**src/rtl/ptz_command_framer_tour_defines.svh**
```systemverilog
// assertion macros for the ptz command framer
`ifndef PTZ_COMMAND_FRAMER_TOUR_DEFINES_SVH
`define PTZ_COMMAND_FRAMER_TOUR_DEFINES_SVH
`ifndef SYNTHESIS
`define PTZ_ASSERT_IMPL(label, clk, rst_n, cond, res) \
    label: assert property (@(posedge clk) disable iff (!rst_n) (cond) |-> (res)) \
        else $error("assertion failed");
`define PTZ_ASSERT_NEXT(label, clk, rst_n, cond, res) \
    label: assert property (@(posedge clk) disable iff (!rst_n) (cond) |=> (res)) \
        else $error("assertion failed");
`else
`define PTZ_ASSERT_IMPL(label, clk, rst_n, cond, res)
`define PTZ_ASSERT_NEXT(label, clk, rst_n, cond, res)
`endif
`endif

```
**src/rtl/ptz_pkg.sv**
```systemverilog
// ----------------------------------------------------------------------------
// ptz_pkg
// shared constants, types and the packet byte function of the framer
// ----------------------------------------------------------------------------
package ptz_pkg;
    localparam int TourDepthDef  = 16;
    localparam int QueueDepthDef = 16;

    localparam logic [4:0] C_TICK = 5'd0, C_REPLY = 5'd1, C_START = 5'd2,
        C_STOP = 5'd3, C_LUP = 5'd4, C_LDN = 5'd5, C_PSPD = 5'd6, C_PSET = 5'd7,
        C_PCALL = 5'd8, C_PANL = 5'd9, C_PANR = 5'd10, C_TUP = 5'd11,
        C_TDN = 5'd12, C_HOME = 5'd13, C_ZIN = 5'd14, C_ZOUT = 5'd15,
        C_FIN = 5'd16, C_FOUT = 5'd17, C_FSTOP = 5'd18, C_FMODE = 5'd19,
        C_ZSTOP = 5'd20, C_MSTOP = 5'd21, C_APPEND = 5'd22, C_REPL = 5'd23,
        C_REMOVE = 5'd24;

    // one queued command
    typedef struct packed {
        logic [7:0]  b;
        logic [7:0]  a;
        logic [4:0]  code;
        logic [15:0] seq;
    } t_entry;

    // controller to datapath
    typedef struct packed {
        logic accept;
        logic load;
        logic step;
    } t_ctl;

    // datapath to controller
    typedef struct packed {
        logic send;
        logic last;
    } t_sts;

    // payload length of a code
    function automatic logic [7:0] pay_len(input logic [4:0] code);
        logic [7:0] n;
        case (code)
            C_LUP: n = 8'd1;
            C_PSPD: n = 8'd8;
            C_PSET, C_PCALL: n = 8'd7;
            C_PANL, C_PANR, C_TUP, C_TDN, C_MSTOP: n = 8'd9;
            C_HOME: n = 8'd5;
            default: n = 8'd6;
        endcase
        return n;
    endfunction

    // byte at index i of the framed packet
    function automatic logic [7:0] pkt_byte(input t_entry e, input logic [4:0] i);
        logic [7:0] q;
        logic [3:0] k;
        k = 4'(i - 5'd8);
        q = 8'h00;
        if (i < 5'd8) begin
            case (i[2:0])
                3'd0: q = (e.code == C_LUP) ? 8'h02 : 8'h01;
                3'd3: q = pay_len(e.code);
                3'd6: q = e.seq[15:8];
                3'd7: q = e.seq[7:0];
                default: q = 8'h00;
            endcase
        end else if (k == 4'd0) begin
            q = (e.code == C_LUP) ? 8'h01 : 8'h81;
        end else if (k == 4'd1) begin
            q = 8'h01;
        end else begin
            case (e.code)
                C_PSPD: begin
                    case (k)
                        4'd2: q = 8'h7e; 4'd3: q = 8'h01; 4'd4: q = 8'h0b;
                        4'd5: q = e.a; 4'd6: q = e.b; default: q = 8'hff;
                    endcase
                end
                C_PSET, C_PCALL: begin
                    case (k)
                        4'd2: q = 8'h04; 4'd3: q = 8'h3f;
                        4'd4: q = (e.code == C_PSET) ? 8'h01 : 8'h02;
                        4'd5: q = e.a; default: q = 8'hff;
                    endcase
                end
                C_PANL, C_PANR, C_TUP, C_TDN, C_MSTOP: begin
                    case (k)
                        4'd2: q = 8'h06; 4'd3: q = 8'h01;
                        4'd4: q = (e.code == C_PANL || e.code == C_PANR) ? e.a : 8'h05;
                        4'd5: q = (e.code == C_TUP || e.code == C_TDN) ? e.a : 8'h05;
                        4'd6: q = (e.code == C_PANL) ? 8'h01 :
                                  (e.code == C_PANR) ? 8'h02 : 8'h03;
                        4'd7: q = (e.code == C_TUP) ? 8'h01 :
                                  (e.code == C_TDN) ? 8'h02 : 8'h03;
                        default: q = 8'hff;
                    endcase
                end
                C_HOME: begin
                    case (k)
                        4'd2: q = 8'h06; 4'd3: q = 8'h04; default: q = 8'hff;
                    endcase
                end
                default: begin
                    case (k)
                        4'd2: q = 8'h04;
                        4'd3: q = (e.code == C_FIN || e.code == C_FOUT ||
                                   e.code == C_FSTOP) ? 8'h08 :
                                  (e.code == C_FMODE) ? 8'h38 : 8'h07;
                        4'd4: begin
                            case (e.code)
                                C_ZIN, C_FOUT: q = 8'h20 + e.a;
                                C_ZOUT, C_FIN: q = 8'h30 + e.a;
                                C_FMODE: q = (e.a != 8'h00) ? 8'h02 : 8'h03;
                                default: q = 8'h00;
                            endcase
                        end
                        default: q = 8'hff;
                    endcase
                end
            endcase
        end
        return q;
    endfunction
endpackage

```
**src/rtl/ptz_ctrl.sv**
```systemverilog
// ----------------------------------------------------------------------------
// ptz_ctrl
// controller: takes an item, lets the datapath decide, then streams bytes
// ----------------------------------------------------------------------------
module ptz_ctrl (
    input  logic          i_clk,
    input  logic          i_rst_n,
    input  logic          i_valid,
    output logic          o_ready,
    input  logic          i_out_ready,
    output logic          o_out_valid,
    input  ptz_pkg::t_sts i_sts,
    output ptz_pkg::t_ctl o_ctl
);
    import ptz_pkg::*;

    typedef enum logic [2:0] {
        S_IDLE = 3'b001,
        S_DEC  = 3'b010,
        S_SEND = 3'b100
    } t_state;

    t_state r_state, n_state;

    // next state
    always_comb begin
        n_state = r_state;
        case (r_state)
            S_IDLE: if (i_valid) n_state = S_DEC;
            S_DEC: n_state = i_sts.send ? S_SEND : S_IDLE;
            S_SEND: if (i_out_ready && i_sts.last) n_state = S_IDLE;
            default: n_state = S_IDLE;
        endcase
    end

    always_ff @(posedge i_clk) begin
        if (!i_rst_n) r_state <= S_IDLE;
        else r_state <= n_state;
    end

    assign o_ready      = (r_state == S_IDLE);
    assign o_out_valid  = (r_state == S_SEND);
    assign o_ctl.accept = (r_state == S_IDLE) && i_valid;
    assign o_ctl.load   = (r_state == S_DEC);
    assign o_ctl.step   = (r_state == S_SEND) && i_out_ready;
endmodule

```
**src/rtl/ptz_dp.sv**
```systemverilog
// ----------------------------------------------------------------------------
// ptz_dp
// datapath: link, tour and queue state, packet byte serializer
// ----------------------------------------------------------------------------
module ptz_dp #(
    parameter int TOUR_DEPTH  = ptz_pkg::TourDepthDef,
    parameter int QUEUE_DEPTH = ptz_pkg::QueueDepthDef
) (
    input  logic          i_clk,
    input  logic          i_rst_n,
    input  logic          i_cfg_we,
    input  logic [15:0]   i_cfg_data,
    input  logic [4:0]    i_cmd,
    input  logic [7:0]    i_value,
    input  logic [7:0]    i_speed_value,
    input  logic [3:0]    i_list_position,
    input  ptz_pkg::t_ctl i_ctl,
    output ptz_pkg::t_sts o_sts,
    output logic [7:0]    o_packet_byte,
    output logic          o_last_byte
);
    import ptz_pkg::*;

    localparam int TW = $clog2(TOUR_DEPTH + 1);
    localparam int QW = $clog2(QUEUE_DEPTH + 1);
    localparam int TI = (TOUR_DEPTH > 1) ? $clog2(TOUR_DEPTH) : 1;
    localparam int QI = (QUEUE_DEPTH > 1) ? $clog2(QUEUE_DEPTH) : 1;

    logic [15:0] r_dwell;
    logic        r_link, r_await, r_tour;
    logic [15:0] r_seq;
    logic [16:0] r_tick;
    logic [TW-1:0] r_tpos, r_tlen;
    logic [7:0]  r_tp [TOUR_DEPTH];
    t_entry      r_q [QUEUE_DEPTH];
    logic [QI-1:0] r_qh;
    logic [QW-1:0] r_qc;
    logic [4:0]  r_cmd, r_idx, r_len;
    logic [7:0]  r_val, r_spd;
    logic [3:0]  r_pos;
    t_entry      r_cur;

    // command decode, combinational on the captured item
    logic        enq, tick_fire;
    logic [7:0]  ea, eb, tsel, va255, sp255;
    logic [4:0]  ecode;
    logic [16:0] tick_inc;
    logic        pos_ok;
    logic [QW-1:0] cnt_after;
    logic        do_send;
    logic [15:0] seq_new;

    assign va255 = (r_val == 8'hff) ? 8'h00 : r_val;
    assign sp255 = (r_spd == 8'hff) ? 8'h00 : r_spd;
    assign tick_inc = r_tick + 17'd1;
    assign tick_fire = tick_inc >= {r_dwell, 1'b0};
    assign pos_ok = (32'(r_pos) < 32'(r_tlen));
    assign tsel = (r_cmd == C_START) ? r_tp[0] : r_tp[TI'(r_tpos)];
    assign seq_new = (r_cmd == C_LUP) ? 16'd1 : r_seq + 16'd1;

    always_comb begin
        enq = 1'b0; ecode = r_cmd; ea = 8'h00; eb = 8'h00;
        case (r_cmd)
            C_TICK: begin
                enq = r_tour && !r_await && tick_fire && (r_tpos < r_tlen);
                ecode = C_PCALL;
                ea = (tsel == 8'hff) ? 8'h00 : tsel;
            end
            C_START: begin
                enq = !r_tour && (r_tlen != '0);
                ecode = C_PCALL;
                ea = (tsel == 8'hff) ? 8'h00 : tsel;
            end
            C_LUP: enq = 1'b1;
            C_PSPD: begin enq = 1'b1; ea = va255; eb = sp255; end
            C_PSET, C_PCALL, C_PANL, C_PANR, C_TUP, C_TDN: begin
                enq = 1'b1; ea = va255;
            end
            C_ZIN, C_ZOUT, C_FIN, C_FOUT: begin enq = 1'b1; ea = {5'd0, r_val[2:0]}; end
            C_FMODE: begin enq = 1'b1; ea = {7'd0, r_val[0]}; end
            C_HOME, C_FSTOP, C_ZSTOP, C_MSTOP: enq = 1'b1;
            default: enq = 1'b0;
        endcase
    end

    // an item is enqueued only if the queue has room and the link is up
    logic link_n, q_ok, await_n;
    assign link_n = (r_cmd == C_LUP) ? 1'b1 : r_link;
    assign q_ok   = enq && link_n && (r_qc < QW'(QUEUE_DEPTH));
    assign cnt_after = r_qc + (q_ok ? QW'(1) : QW'(0));
    assign await_n = (r_cmd == C_REPLY) ? 1'b0 : r_await;
    assign do_send = ((r_cmd == C_REPLY) || q_ok) && link_n && !await_n &&
                     (cnt_after != '0) && (r_cmd != C_LDN) && (r_cmd != C_STOP);

    // tail slot, wrapped by one compare and subtract
    logic [QW:0]   wr_sum;
    logic [QI-1:0] wr_idx;
    assign wr_sum = (QW+1)'(r_qh) + (QW+1)'(r_qc);
    assign wr_idx = QI'((wr_sum >= (QW+1)'(QUEUE_DEPTH)) ?
                        wr_sum - (QW+1)'(QUEUE_DEPTH) : wr_sum);
    t_entry new_e, head_e;
    assign new_e = '{b: eb, a: ea, code: ecode, seq: seq_new};
    assign head_e = (r_qc == '0) ? new_e : r_q[r_qh];

    // queue memory, tour list and byte serializer
    always_ff @(posedge i_clk) begin
        if (i_ctl.accept) begin
            r_cmd <= i_cmd; r_val <= i_value; r_spd <= i_speed_value;
            r_pos <= i_list_position;
        end
        if (i_ctl.load && q_ok && !(do_send && r_qc == '0))
            r_q[wr_idx] <= new_e;
        if (i_ctl.load && do_send) begin
            r_cur <= head_e;
            r_idx <= 5'd0;
            r_len <= 5'(pay_len(head_e.code) + 8'd8);
        end else if (i_ctl.step) begin
            r_idx <= r_idx + 5'd1;
        end
        if (i_ctl.load) begin
            if (r_cmd == C_APPEND && r_tlen < TW'(TOUR_DEPTH))
                r_tp[TI'(r_tlen)] <= r_val;
            if (r_cmd == C_REPL && pos_ok)
                r_tp[TI'(r_pos)] <= r_val;
            if (r_cmd == C_REMOVE && pos_ok)
                for (int j = 0; j < TOUR_DEPTH - 1; j++)
                    if (j >= int'(r_pos)) r_tp[j] <= r_tp[j+1];
        end
    end

    // control state
    always_ff @(posedge i_clk) begin
        if (!i_rst_n) begin
            r_dwell <= '0; r_link <= 1'b0; r_await <= 1'b0; r_tour <= 1'b0;
            r_seq <= '0; r_tick <= '0; r_tpos <= '0; r_tlen <= '0;
            r_qh <= '0; r_qc <= '0;
        end else begin
            if (i_cfg_we) r_dwell <= i_cfg_data;
            if (i_ctl.load) begin
                if (enq) r_seq <= seq_new;
                r_link <= link_n && (r_cmd != C_LDN);
                r_await <= do_send ? 1'b1 : await_n;
                if (do_send) begin
                    r_qc <= cnt_after - QW'(1);
                    if (r_qc != '0)
                        r_qh <= (r_qh == QI'(QUEUE_DEPTH - 1)) ? '0 : r_qh + QI'(1);
                end else begin
                    r_qc <= cnt_after;
                end
                case (r_cmd)
                    C_TICK: if (r_tour && !r_await) begin
                        r_tick <= tick_fire ? 17'd0 : tick_inc;
                        if (tick_fire)
                            r_tpos <= (r_tpos < r_tlen && r_tpos + TW'(1) < r_tlen) ?
                                      r_tpos + TW'(1) : '0;
                    end
                    C_START: if (!r_tour) begin
                        r_tour <= 1'b1; r_tick <= '0; r_tpos <= TW'(1);
                    end
                    C_STOP, C_LDN: begin r_tour <= 1'b0; r_qc <= '0; end
                    C_APPEND: if (r_tlen < TW'(TOUR_DEPTH)) r_tlen <= r_tlen + TW'(1);
                    C_REMOVE: if (pos_ok) r_tlen <= r_tlen - TW'(1);
                    default: ;
                endcase
            end
        end
    end

    assign o_sts.send    = do_send;
    assign o_sts.last    = (r_idx + 5'd1 == r_len);
    assign o_packet_byte = pkt_byte(r_cur, r_idx);
    assign o_last_byte   = o_sts.last;
endmodule

```
**src/rtl/ptz_command_framer_tour.sv**
```systemverilog
// ----------------------------------------------------------------------------
// ptz_command_framer_tour
// camera ptz command framer with queue and preset tour
// ----------------------------------------------------------------------------
// channel  | signals                                   | dir
// input    | i_valid/o_ready, i_cmd, i_value, ...      | in
// output   | o_valid/i_ready, o_packet_byte, o_last_byte | out
// config   | i_cfg_we, i_cfg_data (dwell_seconds)      | in
// an item is accepted, then decoded; a packet of up to 17 bytes may then follow,
// walked by the byte serializer one byte a cycle while the output is ready.
// output stalls hold the serializer; no new item is taken until the last byte.
// synchronous active-low reset, no clearing pass.
`include "ptz_command_framer_tour_defines.svh"
module ptz_command_framer_tour #(
    parameter int TOUR_DEPTH  = ptz_pkg::TourDepthDef,
    parameter int QUEUE_DEPTH = ptz_pkg::QueueDepthDef
) (
    input  logic        i_clk,
    input  logic        i_rst_n,
    input  logic        i_cfg_we,
    input  logic [15:0] i_cfg_data,
    input  logic        i_valid,
    output logic        o_ready,
    input  logic [4:0]  i_cmd,
    input  logic [7:0]  i_value,
    input  logic [7:0]  i_speed_value,
    input  logic [3:0]  i_list_position,
    output logic        o_valid,
    input  logic        i_ready,
    output logic [7:0]  o_packet_byte,
    output logic        o_last_byte
);
    import ptz_pkg::*;

    t_ctl ctl;
    t_sts sts;

    // controller
    ptz_ctrl u_ctrl (
        .i_clk(i_clk), .i_rst_n(i_rst_n), .i_valid(i_valid), .o_ready(o_ready),
        .i_out_ready(i_ready), .o_out_valid(o_valid), .i_sts(sts), .o_ctl(ctl)
    );

    // datapath
    ptz_dp #(.TOUR_DEPTH(TOUR_DEPTH), .QUEUE_DEPTH(QUEUE_DEPTH)) u_dp (
        .i_clk(i_clk), .i_rst_n(i_rst_n), .i_cfg_we(i_cfg_we), .i_cfg_data(i_cfg_data),
        .i_cmd(i_cmd), .i_value(i_value), .i_speed_value(i_speed_value),
        .i_list_position(i_list_position), .i_ctl(ctl), .o_sts(sts),
        .o_packet_byte(o_packet_byte), .o_last_byte(o_last_byte)
    );

    // no item taken while bytes stream
    `PTZ_ASSERT_IMPL(a_no_overlap, i_clk, i_rst_n, o_valid, !o_ready)
    // after the last byte the block is idle again
    `PTZ_ASSERT_NEXT(a_last_idle, i_clk, i_rst_n, o_valid && i_ready && o_last_byte, o_ready)
endmodule
```
**config.mk**
```make
export PLATFORM = sky130hd
export DESIGN_NAME = ptz_command_framer_tour
export DESIGN_NICKNAME = d
export VERILOG_FILES = /design/src/rtl/ptz_pkg.sv /design/src/rtl/ptz_ctrl.sv /design/src/rtl/ptz_dp.sv /design/src/rtl/ptz_command_framer_tour.sv
export VERILOG_INCLUDE_DIRS = /design/src /design/src/rtl
export SDC_FILE = /design/constraint.sdc
export NUM_CORES = 1
export LEC_CHECK = 0
export ABC_CLOCK_PERIOD_IN_PS = 9700
export BUFFER_PORTS_ARGS = -buffer_cell sky130_fd_sc_hd__buf_4
export CELL_PAD_IN_SITES_DETAIL_PLACEMENT = 1
export CELL_PAD_IN_SITES_GLOBAL_PLACEMENT = 2
export CORE_MARGIN = 1.5
export CORE_UTILIZATION = 50
export CTS_BUF_LIST = sky130_fd_sc_hd__clkbuf_2 sky130_fd_sc_hd__clkbuf_4 sky130_fd_sc_hd__clkbuf_8
export DETAILED_ROUTE_END_ITERATION = 6
export GPL_ROUTABILITY_DRIVEN = 0
export PLACE_DENSITY_LB_ADDON = 0.08
export REMOVE_ABC_BUFFERS = 1
export SLEW_MARGIN = 20
export SYNTH_ARGS = -nofsm -noshare
export SYNTH_HDL_FRONTEND = slang
export SYNTH_SLANG_ARGS = --single-unit
```
**constraint.sdc**
```tcl
create_clock -name i_clk -period 9.7 [get_ports i_clk]
set_clock_uncertainty 0.15 [all_clocks]
set_input_delay 0.485 -clock i_clk [delete_from_list [all_inputs] [get_ports i_clk]]
set_output_delay 0.485 -clock i_clk [all_outputs]
set_load 0.005 [all_outputs]
```
==> results_tabular.tex, run 1 <==
\begin{tabular}{lr}
\hline
Metric & Value \\
\hline
\multicolumn{2}{l}{\textbf{Outcome}} \\
\quad Result of the run & complete, no violations \\
\multicolumn{2}{l}{\textbf{Clock tree}} \\
\quad CTS clock-pin slew for the worst setup and hold paths & 0.05 ns \\
\quad Root buffer selected by CTS & sky130\_fd\_sc\_hd\_\_clkbuf\_8 \\
\quad Clock tree sinks & 878 \\
\quad Number of buffers added by the clock tree synthesis step & 150 \\
\quad Clock tree from TritonCTS & done \\
\quad Number of setup buffers added after CTS & 0 \\
\quad Maximum root-to-sink buffer count & 3 \\
\quad Number of H-tree branching levels & 4 \\
\quad Number of hold-repair buffers added at the cts stage & 61 \\
\quad Worst skew pair latency & 0.83 ns \\
\quad Cts repair resizes & 0 \\
\multicolumn{2}{l}{\textbf{STA}} \\
\quad Count of final setup violators & 0 \\
\quad RSZ-0062 raised after global routing & no \\
\quad Final critical path time including I/O delays and setup & 7.46 ns \\
\quad Worst rel slew slack & 23.3\% \\
\quad Slew @ Worst Pin & 1.15 ns \\
\quad Final setup TNS & 0 ns \\
\quad Max-slew violations & 0 \\
\quad Final critical-path share of the clock period & 76.9\% \\
\quad Final Hold Fails & 0 \\
\quad Max frequency & 0.134 GHz \\
\quad Final setup slack of the worst path & 2.24 ns \\
\multicolumn{2}{l}{\textbf{Detailed routing}} \\
\quad DRC violation count after routing & 0 \\
\quad Detail Route Antenna Nets & 0 \\
\quad Amount of wire on met3 after detailed routing & 5.71 mm \\
\quad Met1 wire length & 41.8 mm \\
\quad Overall routed net length & 103 mm \\
\quad Number of detailed-routing iterations run before antenna repair & 6 \\
\quad Wire length per cell & 27.4 microns \\
\quad Highest metal layer with signal wires & met4 \\
\quad Met2 wirelength from detailed routing & 52.5 mm \\
\quad Vias after detailed routing & 22500 \\
\quad Number of violations reported at the end of detailed-routing iteration 0 & 1857 \\
\quad Via-to-Cell Ratio & 5.99 \\
\multicolumn{2}{l}{\textbf{Floorplanning}} \\
\quad Boundary Pins & 57 \\
\quad Chip height & 282 microns \\
\quad Die Area & 79400 sq um \\
\quad Floorplan die width & 282 microns \\
\quad Initial standard-cell utilization of the core & 50.3\% \\
\quad Row Count & 102 \\
\quad Core area & 77200 sq um \\
\multicolumn{2}{l}{\textbf{Logic synthesis}} \\
\quad Post-synthesis instance area & 38900 sq um \\
\quad Count of distinct cell types in the synthesized netlist & 84 \\
\quad Average footprint of a synthesized cell & 16.3 sq um \\
\quad Share of the yosys chip area belonging to registers & 65.5\% \\
\quad Gate count of the mapped netlist & 2387 \\
\quad Count of yosys warnings during synthesis & 0 \\
\quad Number of enable flip-flop cells after synthesis & 787 \\
\quad Number of synthesized register bits & 878 \\
\quad Share of flip-flops with an asynchronous set or reset after synthesis & 0\% \\
\quad Most used flip-flop cell after synthesis & sky130\_fd\_sc\_hd\_\_edfxtp\_1 \\
\multicolumn{2}{l}{\textbf{Setup path}} \\
\quad CP Data Required Time & 10.20 ns \\
\quad Category of the worst setup path launch point & flop \\
\quad Data arrival, critical path & 7.96 ns \\
\quad CP Capture Type & flop \\
\quad CP bufs+invs & 3 \\
\quad Crit Path Class & flop to flop \\
\quad Worst Path Max Fanout & 47 \\
\quad CP max-delay cell & sky130\_fd\_sc\_hd\_\_buf\_4 \\
\quad Family with the most delay on the worst path & simple AND/OR/NAND/NOR gates \\
\quad Largest stage delay on the critical path & 0.58 ns \\
\quad Crit-path most repeated cell & sky130\_fd\_sc\_hd\_\_ha\_1 \\
\multicolumn{2}{l}{\textbf{Global route}} \\
\quad All-Layer GR Usage & 26.7\% \\
\quad Number of antenna violations at the first check in global routing & 4 \\
\quad Wire length of the first global-routing pass & 155 mm \\
\quad Remaining Overflow, GRT & 0 \\
\quad Vias in the first global route & 24200 \\
\quad Maximum number of pins on one net before global-route repair & 78 \\
\multicolumn{2}{l}{\textbf{Hold path}} \\
\quad Hold/Removal Path Class & primary input to flop \\
\multicolumn{2}{l}{\textbf{Cells and area}} \\
\quad Final cell count without fillers & 3755 \\
\quad Fill cell instance count of the final layout & 7057 \\
\quad Synth-to-Final Area Change & 14.1\% \\
\quad Fraction of layout instances using a drive strength above 1 & 29.2\% \\
\quad Final instance area & 44300 sq um \\
\quad Total Nets Final & 2692 \\
\multicolumn{2}{l}{\textbf{Power and ir drop}} \\
\quad Leakage power summed over all cells & 14.5 nW \\
\quad Total power & 7.80 mW \\
\quad Power density over the cells & 176 nW/um\^{}2 \\
\quad Worst vdd rail ir drop & 0.000112 V \\
\multicolumn{2}{l}{\textbf{Placement}} \\
\quad Worst setup slack before clock tree synthesis & 2.24 ns \\
\quad Placed standard-cell area & 40700 sq um \\
\quad Number of input and output port buffers inserted & 56 \\
\quad Placed Cells & 3417 \\
\quad Half-perimeter wire length of the detailed placement result & 66.1 mm \\
\multicolumn{2}{l}{\textbf{Job}} \\
\quad Max-cap violations & 0 \\
\hline
\end{tabular}
-- state kept, by name (all words and copies together), names as in the netlist, named ones only --
register and count:
u_dp.r_q 592, u_dp.r_tp 128, u_dp.r_cur 37, u_dp.r_tick 17, u_dp.r_dwell 16, u_dp.r_seq 16
u_dp.r_spd 8, u_dp.r_val 8, u_dp.r_cmd 5, u_dp.r_idx 5, u_dp.r_len 5, u_dp.r_qc 5
u_dp.r_tlen 5, u_dp.r_tpos 5, u_dp.r_pos 4, u_dp.r_qh 4, u_ctrl.r_state 3, u_dp.r_await 1
u_dp.r_link 1, u_dp.r_tour 1
-- through the flow --
stage,hold slack [ns],utilization [%]
2_1_floorplan,0.310,-
3_3_place_gp,0.324,52.7
3_5_place_dp,0.339,52.7
4_1_cts,0.163,57.4
5_1_grt,0.206,57.4
6_report,0.237,57.4
-- routing by layer --
layer / up-vias / track usage, %
met4: 0 / 9.51
met1: 11700 / 34.2
met5: - / 0
li1: 9913 / -
met2: 695 / 45.6
met3: 159 / 4.93
-- logic make-up (layout without fill, tap and decap cells) --
group                    after synthesis  in the layout  share of synthesized area [%]
AO/OA/AOI/OAI                        303            303                           5.08
AND/OR/NAND/NOR                      504            504                           6.24
multiplexers                         414            414                           18.2
buffers and inverters                179            503                           1.95
adder cells (fa/ha/maj)               55             55                           1.81
flip-flops                           878            878                           65.5
XOR/XNOR                              54             54                           1.22
other                                  0              4                              0
-- cell usage after synthesis (15+ instances only) --
cell / instances / area (sq um)
sky130_fd_sc_hd__a22oi_1: 16 / 120
sky130_fd_sc_hd__nand3_1: 44 / 220
sky130_fd_sc_hd__mux4_2: 220 / 4950
sky130_fd_sc_hd__xnor2_1: 31 / 272
sky130_fd_sc_hd__inv_1: 51 / 191
sky130_fd_sc_hd__mux2_2: 142 / 1600
sky130_fd_sc_hd__ha_1: 53 / 663
sky130_fd_sc_hd__and2_1: 22 / 138
sky130_fd_sc_hd__a21o_1: 16 / 120
sky130_fd_sc_hd__and3_1: 17 / 106
sky130_fd_sc_hd__edfxtp_1: 787 / 23600
sky130_fd_sc_hd__nor3_1: 19 / 95.1
sky130_fd_sc_hd__buf_2: 21 / 105
sky130_fd_sc_hd__clkbuf_1: 75 / 282
sky130_fd_sc_hd__nand2b_1: 15 / 93.8
sky130_fd_sc_hd__buf_1: 19 / 71.3
sky130_fd_sc_hd__mux2i_1: 50 / 500
sky130_fd_sc_hd__nor2_1: 160 / 601
sky130_fd_sc_hd__dfxtp_1: 91 / 1820
sky130_fd_sc_hd__xor2_1: 23 / 201
sky130_fd_sc_hd__a31oi_1: 16 / 100
sky130_fd_sc_hd__a21oi_1: 77 / 385
sky130_fd_sc_hd__nand2_1: 136 / 510
sky130_fd_sc_hd__o21ai_0: 65 / 325
-- final cells by class --
| cell class | count | area (sq um) | share of cell area, % |
|---|---|---|---|
| diodes | 4 | 10.0 | 0.0226 |
| clock buffers | 207 | 2520 | 5.68 |
| clock inverters | 65 | 518 | 1.17 |
| inverters | 56 | 210 | 0.474 |
| multi-input cells | 1330 | 12800 | 28.9 |
| flip-flops and latches | 878 | 25500 | 57.4 |
| well taps | 1040 | 1300 | 2.93 |
| repair buffers | 175 | 1480 | 3.34 |
-- worst paths after layout --
check / from / endpoint / slack, ns / depth (start not counted)
worst max-delay path: u_dp.r_tick[0] / flop / 2.24 / 30
worst max register to register: u_dp.r_tick[0] / flop / 2.24 / 30
worst min-delay path: i_value[7] / u_dp.r_val[7] / 0.24 / 2
worst min register to register: u_dp.r_seq[3] / u_dp.r_seq[3] / 0.39 / 2
-- placed cells by master, fill, tap and decap left out, types with 19 or more instances in the layout --
| cell type | netlist | final |
|---|---|---|
| sky130_fd_sc_hd__edfxtp_1 | 787 | 787 |
| sky130_fd_sc_hd__mux4_2 | 220 | 220 |
| sky130_fd_sc_hd__clkbuf_8 | 0 | 154 |
| sky130_fd_sc_hd__mux2_2 | 142 | 142 |
| sky130_fd_sc_hd__nor2_1 | 160 | 137 |
| sky130_fd_sc_hd__nand2_1 | 136 | 136 |
| sky130_fd_sc_hd__buf_4 | 2 | 112 |
| sky130_fd_sc_hd__dfxtp_1 | 91 | 85 |
| sky130_fd_sc_hd__a21oi_1 | 77 | 74 |
| sky130_fd_sc_hd__o21ai_0 | 65 | 63 |
| sky130_fd_sc_hd__dlygate4sd3_1 | 0 | 61 |
| sky130_fd_sc_hd__ha_1 | 53 | 53 |
| sky130_fd_sc_hd__clkbuf_4 | 0 | 53 |
| sky130_fd_sc_hd__inv_1 | 51 | 50 |
| sky130_fd_sc_hd__mux2i_1 | 50 | 50 |
| sky130_fd_sc_hd__nand3_1 | 44 | 44 |
| sky130_fd_sc_hd__xnor2_1 | 31 | 31 |
| sky130_fd_sc_hd__clkinv_1 | 1 | 29 |
| sky130_fd_sc_hd__xor2_1 | 23 | 23 |
| sky130_fd_sc_hd__and2_1 | 22 | 22 |
| sky130_fd_sc_hd__nor3_1 | 19 | 19 |
-- power breakdown --
| part | internal (mW) | switching (mW) | leakage [nW] |
|---|---|---|---|
| clock network | 1.84 | 1.55 | 1.60 |
| logic | 0.107 | 0.157 | 5.01 |
| registers | 4.12 | 0.0271 | 7.87 |
| total | 6.07 | 1.74 | 14.5 |
No activity file was read; power rests on OpenSTA's default activity.
==> inputs of run 2 (changes only) <==
Settings changed: ABC_AREA set to 1, ABC_CLOCK_PERIOD_IN_PS 9700 to 7450, CORE_UTILIZATION 50 to 44.
Clock period 9.7 ns to 7.45 ns, I/O delays scaled along.
==> run 2 against run 1 <==
  * Sequential cell count unchanged
  * Synthesized cell count grew 53%
  * Largest cell class unchanged
  * Register-to-register slack got worse by 1.5 ns
  * Cell count up 36%
  * Largest power group unchanged
==> results_tabular.tex, run 2 <==
\begin{tabular}{lr}
\hline
Metric & Value \\
\hline
\multicolumn{2}{l}{\textbf{Placement}} \\
\quad Placed standard-cell area & 41300 sq um \\
\quad Number of input and output port buffers inserted & 56 \\
\quad Worst setup slack before clock tree synthesis & 0.478 ns \\
\quad Placed Cells & 4754 \\
\quad Half-perimeter wire length of the detailed placement result & 80.4 mm \\
\multicolumn{2}{l}{\textbf{STA}} \\
\quad Max frequency & 0.150 GHz \\
\quad Final critical-path share of the clock period & 89.5\% \\
\quad Final setup slack of the worst path & 0.783 ns \\
\quad Max-slew violations & 0 \\
\quad Final critical path time including I/O delays and setup & 6.67 ns \\
\quad Final setup TNS & 0 ns \\
\quad Count of final setup violators & 0 \\
\quad Worst hold margin & 0.127 ns \\
\quad Slew @ Worst Pin & 1.07 ns \\
\quad RSZ-0062 raised after global routing & yes \\
\quad Final Hold Fails & 0 \\
\quad Worst rel slew slack & 28.1\% \\
\multicolumn{2}{l}{\textbf{Power and ir drop}} \\
\quad Total power & 10.7 mW \\
\quad Leakage power summed over all cells & 15.8 nW \\
\quad Worst vdd rail ir drop & 0.000145 V \\
\quad Power density over the cells & 237 nW/um\^{}2 \\
\multicolumn{2}{l}{\textbf{Cells and area}} \\
\quad Largest registers & u\_dp.r\_q x592, u\_dp.r\_tp x128, u\_dp.r\_cur x37 \\
\quad Synth-to-Final Area Change & 14.5\% \\
\quad Fill cell instance count of the final layout & 9493 \\
\quad Final core utilization & 50.9\% \\
\quad Commonest non-fill, non-tap cell in the layout & sky130\_fd\_sc\_hd\_\_edfxtp\_1 \\
\quad Leading cell types in the layout, fill and taps excluded & sky130\_fd\_sc\_hd\_\_edfxtp\_1, sky130\_fd\_sc\_hd\_\_o21ai\_0, sky130\_fd\_sc\_hd\_\_nor2\_1 \\
\quad Final instance area & 45100 sq um \\
\quad Final cell count without fillers & 5100 \\
\quad Total Nets Final & 3916 \\
\quad Flip-flop count of the largest register after layout & 592 \\
\quad Fraction of layout instances using a drive strength above 1 & 12.1\% \\
\quad Register ranked first by flip-flop count & u\_dp.r\_q \\
\multicolumn{2}{l}{\textbf{Logic synthesis}} \\
\quad Top cell type by total area after synthesis & sky130\_fd\_sc\_hd\_\_edfxtp\_1 \\
\quad Dominant combinational cell family by area after synthesis & compound AO/OA/AOI/OAI gates \\
\quad Share of the yosys chip area belonging to registers & 64.7\% \\
\quad Adder-cell area share of the yosys netlist & 1.79\% \\
\quad Number of synthesized register bits & 878 \\
\quad Multiplexer fraction of the synthesized cell area & 0.550\% \\
\quad Synthesized-area fraction occupied by ao, oa, aoi and oai cells & 15.0\% \\
\quad Xor/xnor cell area share of the yosys netlist & 0.913\% \\
\quad Most area-consuming cells after synthesis & sky130\_fd\_sc\_hd\_\_edfxtp\_1, sky130\_fd\_sc\_hd\_\_o21ai\_0, sky130\_fd\_sc\_hd\_\_nor2\_1, sky130\_fd\_sc\_hd\_\_dfxtp\_1, sky130\_fd\_sc\_hd\_\_nand2\_1 \\
\quad Gate count of the mapped netlist & 3652 \\
\quad Count of yosys warnings during synthesis & 0 \\
\quad Post-synthesis instance area & 39300 sq um \\
\quad Count of distinct cell types in the synthesized netlist & 60 \\
\quad Average footprint of a synthesized cell & 10.8 sq um \\
\quad Share of flip-flops with an asynchronous set or reset after synthesis & 0\% \\
\quad Yosys top cell area share & 60.1\% \\
\quad Number of enable flip-flop cells after synthesis & 787 \\
\quad Leading cell type by number of instances after synthesis & sky130\_fd\_sc\_hd\_\_edfxtp\_1 \\
\quad Share of synthesized cell area in and, or, nand and nor gates & 12.0\% \\
\quad Most used flip-flop cell after synthesis & sky130\_fd\_sc\_hd\_\_edfxtp\_1 \\
\quad List of most frequent post-synthesis cells & sky130\_fd\_sc\_hd\_\_edfxtp\_1, sky130\_fd\_sc\_hd\_\_o21ai\_0, sky130\_fd\_sc\_hd\_\_nor2\_1 \\
\multicolumn{2}{l}{\textbf{Setup path}} \\
\quad Worst Path Max Fanout & 23 \\
\quad Largest stage delay on the critical path & 0.41 ns \\
\quad Critical R2R Capture & u\_dp.r\_q[3][29] \\
\quad Origin of the critical flop-to-flop path & u\_dp.r\_tick[0] \\
\quad Reg2Reg Depth & 32 \\
\quad Crit-path most repeated cell & sky130\_fd\_sc\_hd\_\_nand2\_1 \\
\quad CP Capture Type & flop \\
\quad Data arrival, critical path & 6.98 ns \\
\quad Setup slack of the worst register-to-register path & 0.78 ns \\
\quad CP max-delay cell & sky130\_fd\_sc\_hd\_\_buf\_4 \\
\quad Crit Path Class & flop to flop \\
\quad CP Data Required Time & 7.76 ns \\
\quad Category of the worst setup path launch point & flop \\
\multicolumn{2}{l}{\textbf{Detailed routing}} \\
\quad Overall routed net length & 125 mm \\
\quad Via-to-Cell Ratio & 5.75 \\
\quad Number of detailed-routing iterations run before antenna repair & 6 \\
\quad Vias after detailed routing & 29300 \\
\quad DRC violation count after routing & 0 \\
\quad Number of violations reported at the end of detailed-routing iteration 0 & 2039 \\
\quad Detail Route Antenna Nets & 0 \\
\quad Wire length per cell & 24.4 microns \\
\multicolumn{2}{l}{\textbf{Floorplanning}} \\
\quad Die Area & 91200 sq um \\
\quad Chip height & 302 microns \\
\quad Initial standard-cell utilization of the core & 44.4\% \\
\quad Core area & 88500 sq um \\
\quad Boundary Pins & 57 \\
\quad Row Count & 109 \\
\quad Floorplan die width & 302 microns \\
\multicolumn{2}{l}{\textbf{Global route}} \\
\quad Wire length of the first global-routing pass & 189 mm \\
\quad All-Layer GR Usage & 27.5\% \\
\quad Vias in the first global route & 31100 \\
\quad Number of antenna violations at the first check in global routing & 3 \\
\quad Maximum number of pins on one net before global-route repair & 167 \\
\quad Remaining Overflow, GRT & 0 \\
\multicolumn{2}{l}{\textbf{Clock tree}} \\
\quad Clock tree from TritonCTS & done \\
\quad Number of H-tree branching levels & 4 \\
\quad Worst skew pair latency & 0.83 ns \\
\quad CTS clock-pin slew for the worst setup and hold paths & 0.06 ns \\
\quad Maximum root-to-sink buffer count & 3 \\
\quad Clock tree sinks & 878 \\
\quad Root buffer selected by CTS & sky130\_fd\_sc\_hd\_\_clkbuf\_8 \\
\quad Number of buffers added by the clock tree synthesis step & 151 \\
\multicolumn{2}{l}{\textbf{Outcome}} \\
\quad Result of the run & complete, no violations \\
\multicolumn{2}{l}{\textbf{Hold path}} \\
\quad Hold/Removal Path Class & primary input to flop \\
\quad Worst hold path cell count & 2 \\
\quad Hold endpoint & u\_dp.r\_spd[5] \\
\quad Start point of the worst min-delay path & i\_speed\_value[5] \\
\multicolumn{2}{l}{\textbf{Job}} \\
\quad Max-cap violations & 0 \\
\hline
\end{tabular}
## run 2: what timing repair did
| item | 4_1_cts | 5_1_grt |
|---|---|---|
| setup endpoints to repair | 0 | 432 |
| hold endpoints to repair | 75 | 0 |
| hold buffers | 62 | 0 |
| setup buffers | 0 | 11 |
| gates resized for setup | 0 | 4 |
## run 2: per-layer routing
layer / global-route usage, % / routed length [microns] / vias up
li1: - / - / 13500
met1: 34.9 / 53100 / 15000
met2: 48.4 / 62700 / 703
met4: 9.73 / 3570 / 2
met3: 3.58 / 5090 / 188
met5: 0 / 8 / -
## run 2: cells by family (layout without fill, tap and decap cells)
logic type / after synthesis / in the layout
adders and majority gates: 55 / 55
AOI/OAI and AO/OA: 1025 / 1025
buffers and inverters: 520 / 800
xor gates and xnor gates: 41 / 41
and+or+nand+nor: 1114 / 1114
DFF: 878 / 878
other: 0 / 3
muxes: 19 / 19
## run 2: cell type report
type	count	area [sq um]	area share [%]
Multi-Input combinational cell	2254	12000	26.7
Clock inverter	71	480	1.07
Clock buffer	199	2470	5.48
Inverter	318	1200	2.67
Tap cell	1165	1460	3.23
Timing Repair Buffer	212	1930	4.29
Sequential cell	878	25500	56.5
Antenna cell	3	7.51	0.0167
## run 2: critical path: cells and delay by family, from the launching register on
family,cells,cell delay (ns)
adder cells (fa/ha/maj),5,1.20
flip-flops,1,0.39
AO/OA/AOI/OAI,1,0.18
XOR/XNOR,1,0.18
buffers and inverters,5,1.03
AND/OR/NAND/NOR,20,3.15
## run 2: report_power, final
| group | internal, mW | switching (mW) | leakage, nW |
|---|---|---|---|
| registers | 5.42 | 0.0644 | 7.61 |
| logic | 0.282 | 0.564 | 6.62 |
| clock network | 2.31 | 2.03 | 1.54 |
## run 2: worst max path at each step
stage                         from               end  cells past startpoint
floorplan                     flop     u_dp.r_len[4]                     16
global placement    u_dp.r_tick[0]   u_dp.r_q[7][12]                     32
detailed placement  u_dp.r_tick[0]   u_dp.r_q[7][12]                     32
CTS                 u_dp.r_tick[0]   u_dp.r_q[7][14]                     32
global route        u_dp.r_tick[0]  u_dp.r_q[10][24]                     32
finish              u_dp.r_tick[0]   u_dp.r_q[3][29]                     32
==> inputs of run 3 (changes only) <==
Settings changed: SYNTH_HIERARCHICAL set to 1.
==> run 3 against run 2 <==
  * The flow now finishes with violations (DRC)
  * Count of clock-buffer cells in the layout up 14
  * Power shrank 6.3%
  * Critical path depth fell by 1
  * Synthesized area barely moved
  * Critical endpoint is now u_dp/r_q[0][3]
  * Largest cell class unchanged
  * Largest power group unchanged
  * Highest routed layer is now met4
==> results_tabular.tex, run 3 <==
\begin{tabular}{lr}
\hline
Metric & Value \\
\hline
\multicolumn{2}{l}{\textbf{Logic synthesis}} \\
\quad Post-synthesis instance area & 39300 sq um \\
\quad Most used flip-flop cell after synthesis & sky130\_fd\_sc\_hd\_\_edfxtp\_1 \\
\quad Dominant combinational cell family by area after synthesis & compound AO/OA/AOI/OAI gates \\
\quad Synthesized-area fraction occupied by ao, oa, aoi and oai cells & 15.2\% \\
\quad Count of yosys warnings during synthesis & 6 \\
\quad Xor/xnor cell area share of the yosys netlist & 0.847\% \\
\quad Adder-cell area share of the yosys netlist & 1.79\% \\
\quad Most area-consuming cells after synthesis & sky130\_fd\_sc\_hd\_\_edfxtp\_1, sky130\_fd\_sc\_hd\_\_o21ai\_0, sky130\_fd\_sc\_hd\_\_nor2\_1, sky130\_fd\_sc\_hd\_\_dfxtp\_1, sky130\_fd\_sc\_hd\_\_nand2\_1 \\
\quad Share of synthesized cell area in and, or, nand and nor gates & 12.5\% \\
\quad Share of the yosys chip area belonging to registers & 64.8\% \\
\quad Number of synthesized register bits & 878 \\
\quad List of most frequent post-synthesis cells & sky130\_fd\_sc\_hd\_\_edfxtp\_1, sky130\_fd\_sc\_hd\_\_o21ai\_0, sky130\_fd\_sc\_hd\_\_nor2\_1 \\
\quad Top cell type by total area after synthesis & sky130\_fd\_sc\_hd\_\_edfxtp\_1 \\
\quad Average footprint of a synthesized cell & 10.8 sq um \\
\quad Yosys top cell area share & 60.1\% \\
\quad Leading cell type by number of instances after synthesis & sky130\_fd\_sc\_hd\_\_edfxtp\_1 \\
\quad Gate count of the mapped netlist & 3655 \\
\quad Multiplexer fraction of the synthesized cell area & 0\% \\
\quad Count of distinct cell types in the synthesized netlist & 61 \\
\quad Number of enable flip-flop cells after synthesis & 787 \\
\quad Share of flip-flops with an asynchronous set or reset after synthesis & 0\% \\
\multicolumn{2}{l}{\textbf{Clock tree}} \\
\quad Worst skew pair latency & 0.82 ns \\
\quad CTS clock-pin slew for the worst setup and hold paths & 0.05 ns \\
\quad Clock tree sinks & 878 \\
\quad Root buffer selected by CTS & sky130\_fd\_sc\_hd\_\_clkbuf\_8 \\
\quad Clock tree from TritonCTS & done \\
\quad Number of buffers added by the clock tree synthesis step & 152 \\
\quad Maximum root-to-sink buffer count & 3 \\
\quad Cts repair resizes & 0 \\
\quad Number of H-tree branching levels & 4 \\
\multicolumn{2}{l}{\textbf{Global route}} \\
\quad Number of antenna violations at the first check in global routing & 2 \\
\quad Vias in the first global route & 30500 \\
\quad All-Layer GR Usage & 27.9\% \\
\quad Remaining Overflow, GRT & 0 \\
\quad Wire length of the first global-routing pass & 191 mm \\
\quad Maximum number of pins on one net before global-route repair & 140 \\
\multicolumn{2}{l}{\textbf{Power and ir drop}} \\
\quad Worst vdd rail ir drop & 0.000154 V \\
\quad Power density over the cells & 223 nW/um\^{}2 \\
\quad Leakage power summed over all cells & 15.8 nW \\
\quad Total power & 10.0 mW \\
\multicolumn{2}{l}{\textbf{Setup path}} \\
\quad Reg2Reg Depth & 31 \\
\quad Setup slack of the worst register-to-register path & 0.78 ns \\
\quad CP max-delay cell & sky130\_fd\_sc\_hd\_\_nor2\_4 \\
\quad CP endpoint & u\_dp/r\_q[0][3] \\
\quad Crit-path most repeated cell & sky130\_fd\_sc\_hd\_\_nand2\_1 \\
\quad CP Data Required Time & 7.80 ns \\
\quad Category of the worst setup path launch point & flop \\
\quad Crit Path Class & flop to flop \\
\quad Origin of the critical flop-to-flop path & u\_dp/r\_tick[1] \\
\quad Largest stage delay on the critical path & 0.62 ns \\
\quad Critical R2R Capture & u\_dp/r\_q[0][3] \\
\quad Worst Path Max Fanout & 15 \\
\quad Critical path launch point & u\_dp/r\_tick[1] \\
\quad Data arrival, critical path & 7.02 ns \\
\quad CP Capture Type & flop \\
\multicolumn{2}{l}{\textbf{STA}} \\
\quad Max frequency & 0.150 GHz \\
\quad Slew @ Worst Pin & 1.05 ns \\
\quad Count of final setup violators & 0 \\
\quad Final Hold Fails & 0 \\
\quad Final setup slack of the worst path & 0.782 ns \\
\quad Final critical path time including I/O delays and setup & 6.67 ns \\
\quad Max-slew violations & 0 \\
\quad Worst rel slew slack & 29.7\% \\
\quad Final setup TNS & 0 ns \\
\quad RSZ-0062 raised after global routing & no \\
\quad Final critical-path share of the clock period & 89.5\% \\
\multicolumn{2}{l}{\textbf{Detailed routing}} \\
\quad Via-to-Cell Ratio & 5.79 \\
\quad DRC violation count after routing & 2 \\
\quad Wire length per cell & 24.8 microns \\
\quad Detail Route Antenna Nets & 0 \\
\quad Vias after detailed routing & 29500 \\
\quad Number of violations reported at the end of detailed-routing iteration 0 & 2391 \\
\quad Number of detailed-routing iterations run before antenna repair & 7 \\
\quad Overall routed net length & 126 mm \\
\multicolumn{2}{l}{\textbf{Hold path}} \\
\quad Hold/Removal Path Class & primary input to flop \\
\multicolumn{2}{l}{\textbf{Cells and area}} \\
\quad Synth-to-Final Area Change & 14.1\% \\
\quad Leading cell types in the layout, fill and taps excluded & sky130\_fd\_sc\_hd\_\_edfxtp\_1, sky130\_fd\_sc\_hd\_\_o21ai\_0, sky130\_fd\_sc\_hd\_\_nor2\_1 \\
\quad Total Nets Final & 3911 \\
\quad Flip-flop count of the largest register after layout & 592 \\
\quad Largest registers & u\_dp/r\_q x592, u\_dp/r\_tp x128, u\_dp/r\_cur x37 \\
\quad Commonest non-fill, non-tap cell in the layout & sky130\_fd\_sc\_hd\_\_edfxtp\_1 \\
\quad Fraction of layout instances using a drive strength above 1 & 12.1\% \\
\quad Final cell count without fillers & 5091 \\
\quad Register ranked first by flip-flop count & u\_dp/r\_q \\
\multicolumn{2}{l}{\textbf{Outcome}} \\
\quad Violations in the final reports & DRC \\
\quad Result of the run & complete, but fails checks \\
\multicolumn{2}{l}{\textbf{Placement}} \\
\quad Worst setup slack before clock tree synthesis & 0.678 ns \\
\quad Placed Cells & 4750 \\
\quad Number of input and output port buffers inserted & 56 \\
\quad Half-perimeter wire length of the detailed placement result & 80.6 mm \\
\multicolumn{2}{l}{\textbf{Floorplanning}} \\
\quad Boundary Pins & 57 \\
\quad Initial standard-cell utilization of the core & 44.4\% \\
\quad Row Count & 109 \\
\quad Core area & 88500 sq um \\
\quad Die Area & 91100 sq um \\
\quad Chip height & 302 microns \\
\quad Floorplan die width & 302 microns \\
\multicolumn{2}{l}{\textbf{Job}} \\
\quad Max-cap violations & 0 \\
\hline
\end{tabular}
## run 3: changes by cell type in the layout (fill, tap and decap cells not counted), moves of 6 or more
cell,delta
sky130_fd_sc_hd__o21a_1,-12
sky130_fd_sc_hd__clkinv_1,-11
sky130_fd_sc_hd__a22oi_1,-6
sky130_fd_sc_hd__a31oi_1,+11
sky130_fd_sc_hd__nor2_2,+6
sky130_fd_sc_hd__clkbuf_8,+6
sky130_fd_sc_hd__clkbuf_4,+8
sky130_fd_sc_hd__nand2_1,+43
sky130_fd_sc_hd__mux2_2,-16
sky130_fd_sc_hd__inv_1,-38
sky130_fd_sc_hd__o211ai_1,+22
## run 3: metal layers
metal | vias to the layer above | share of wire [%] | global-route usage, %
met3 | 190 | 4.3 | 3.75
met1 | 15000 | 43 | 36.1
li1 | 13500 | - | -
met5 | - | 0 | 0
met4 | 0 | 3.2 | 10.4
met2 | 783 | 50 | 47.6
## run 3: worst min-delay path by stage
stage                     start                to  slack (ns)  cells past startpoint
2_1_floorplan  u_dp/r_dwell[10]  u_dp/r_dwell[10]        0.29                      2
3_3_place_gp    u_dp/r_dwell[1]   u_dp/r_dwell[1]        0.31                      2
3_5_place_dp   u_dp/r_dwell[13]  u_dp/r_dwell[13]        0.32                      2
4_1_cts                i_cfg_we   u_dp/r_dwell[4]        0.05                      3
5_1_grt        i_speed_value[2]     u_dp/r_spd[2]         0.1                      2
6_report       i_speed_value[5]     u_dp/r_spd[5]        0.13                      2
## run 3: logic make-up after synthesis
family / count (synthesis)
simple gates: 1160
compound gates: 1035
flops: 878
buf+inv: 489
fa+ha+maj: 55
xor+xnor: 38
## run 3: area by class of cell
class                           instances  area (sq um)
Fill cell                            9544         43700
Clock buffer                          213          2610
Multi-Input combinational cell       2288         12100
Tap cell                             1165          1460
Timing Repair Buffer                  208          1840
Inverter                              282          1070
Antenna cell                            2          5.00
Clock inverter                         55           298
Sequential cell                       878         25500
## run 3: worst max-delay path: cells and delay by family (launching register included)
| kind | cells | cell delay, ns |
|---|---|---|
| DFF | 1 | 0.35 |
| and+or+nand+nor | 18 | 3.13 |
| buffers and inverters | 5 | 0.94 |
| adders and majority gates | 4 | 0.94 |
| AOI/OAI and AO/OA | 2 | 0.42 |
| xor gates and xnor gates | 2 | 0.43 |
## run 3: per-stage QoR
step / util [%] / hold slack, ns / instance area, sq um
4_1_cts: 50.5 / 0.0546 / 44700
2_1_floorplan: - / 0.289 / 38400
5_1_grt: 50.7 / 0.0972 / 44800
3_3_place_gp: 46.6 / 0.314 / 41200
6_report: 50.7 / 0.129 / 44800
3_5_place_dp: 46.6 / 0.319 / 41200
## run 3: power breakdown
group          switching [mW]  internal [mW]  leakage [nW]
clock network            1.99           2.27          1.55
logic                   0.228          0.108          6.50
registers              0.0282           5.38          7.71
total                    2.25           7.75          15.8
## run 3: timing repair
action | 4_1_cts | 5_1_grt
hold buffers | 62 | 0
hold endpoints to repair | 77 | 0
buffers inserted | 0 | 8
endpoints found under the setup margin | 0 | 23
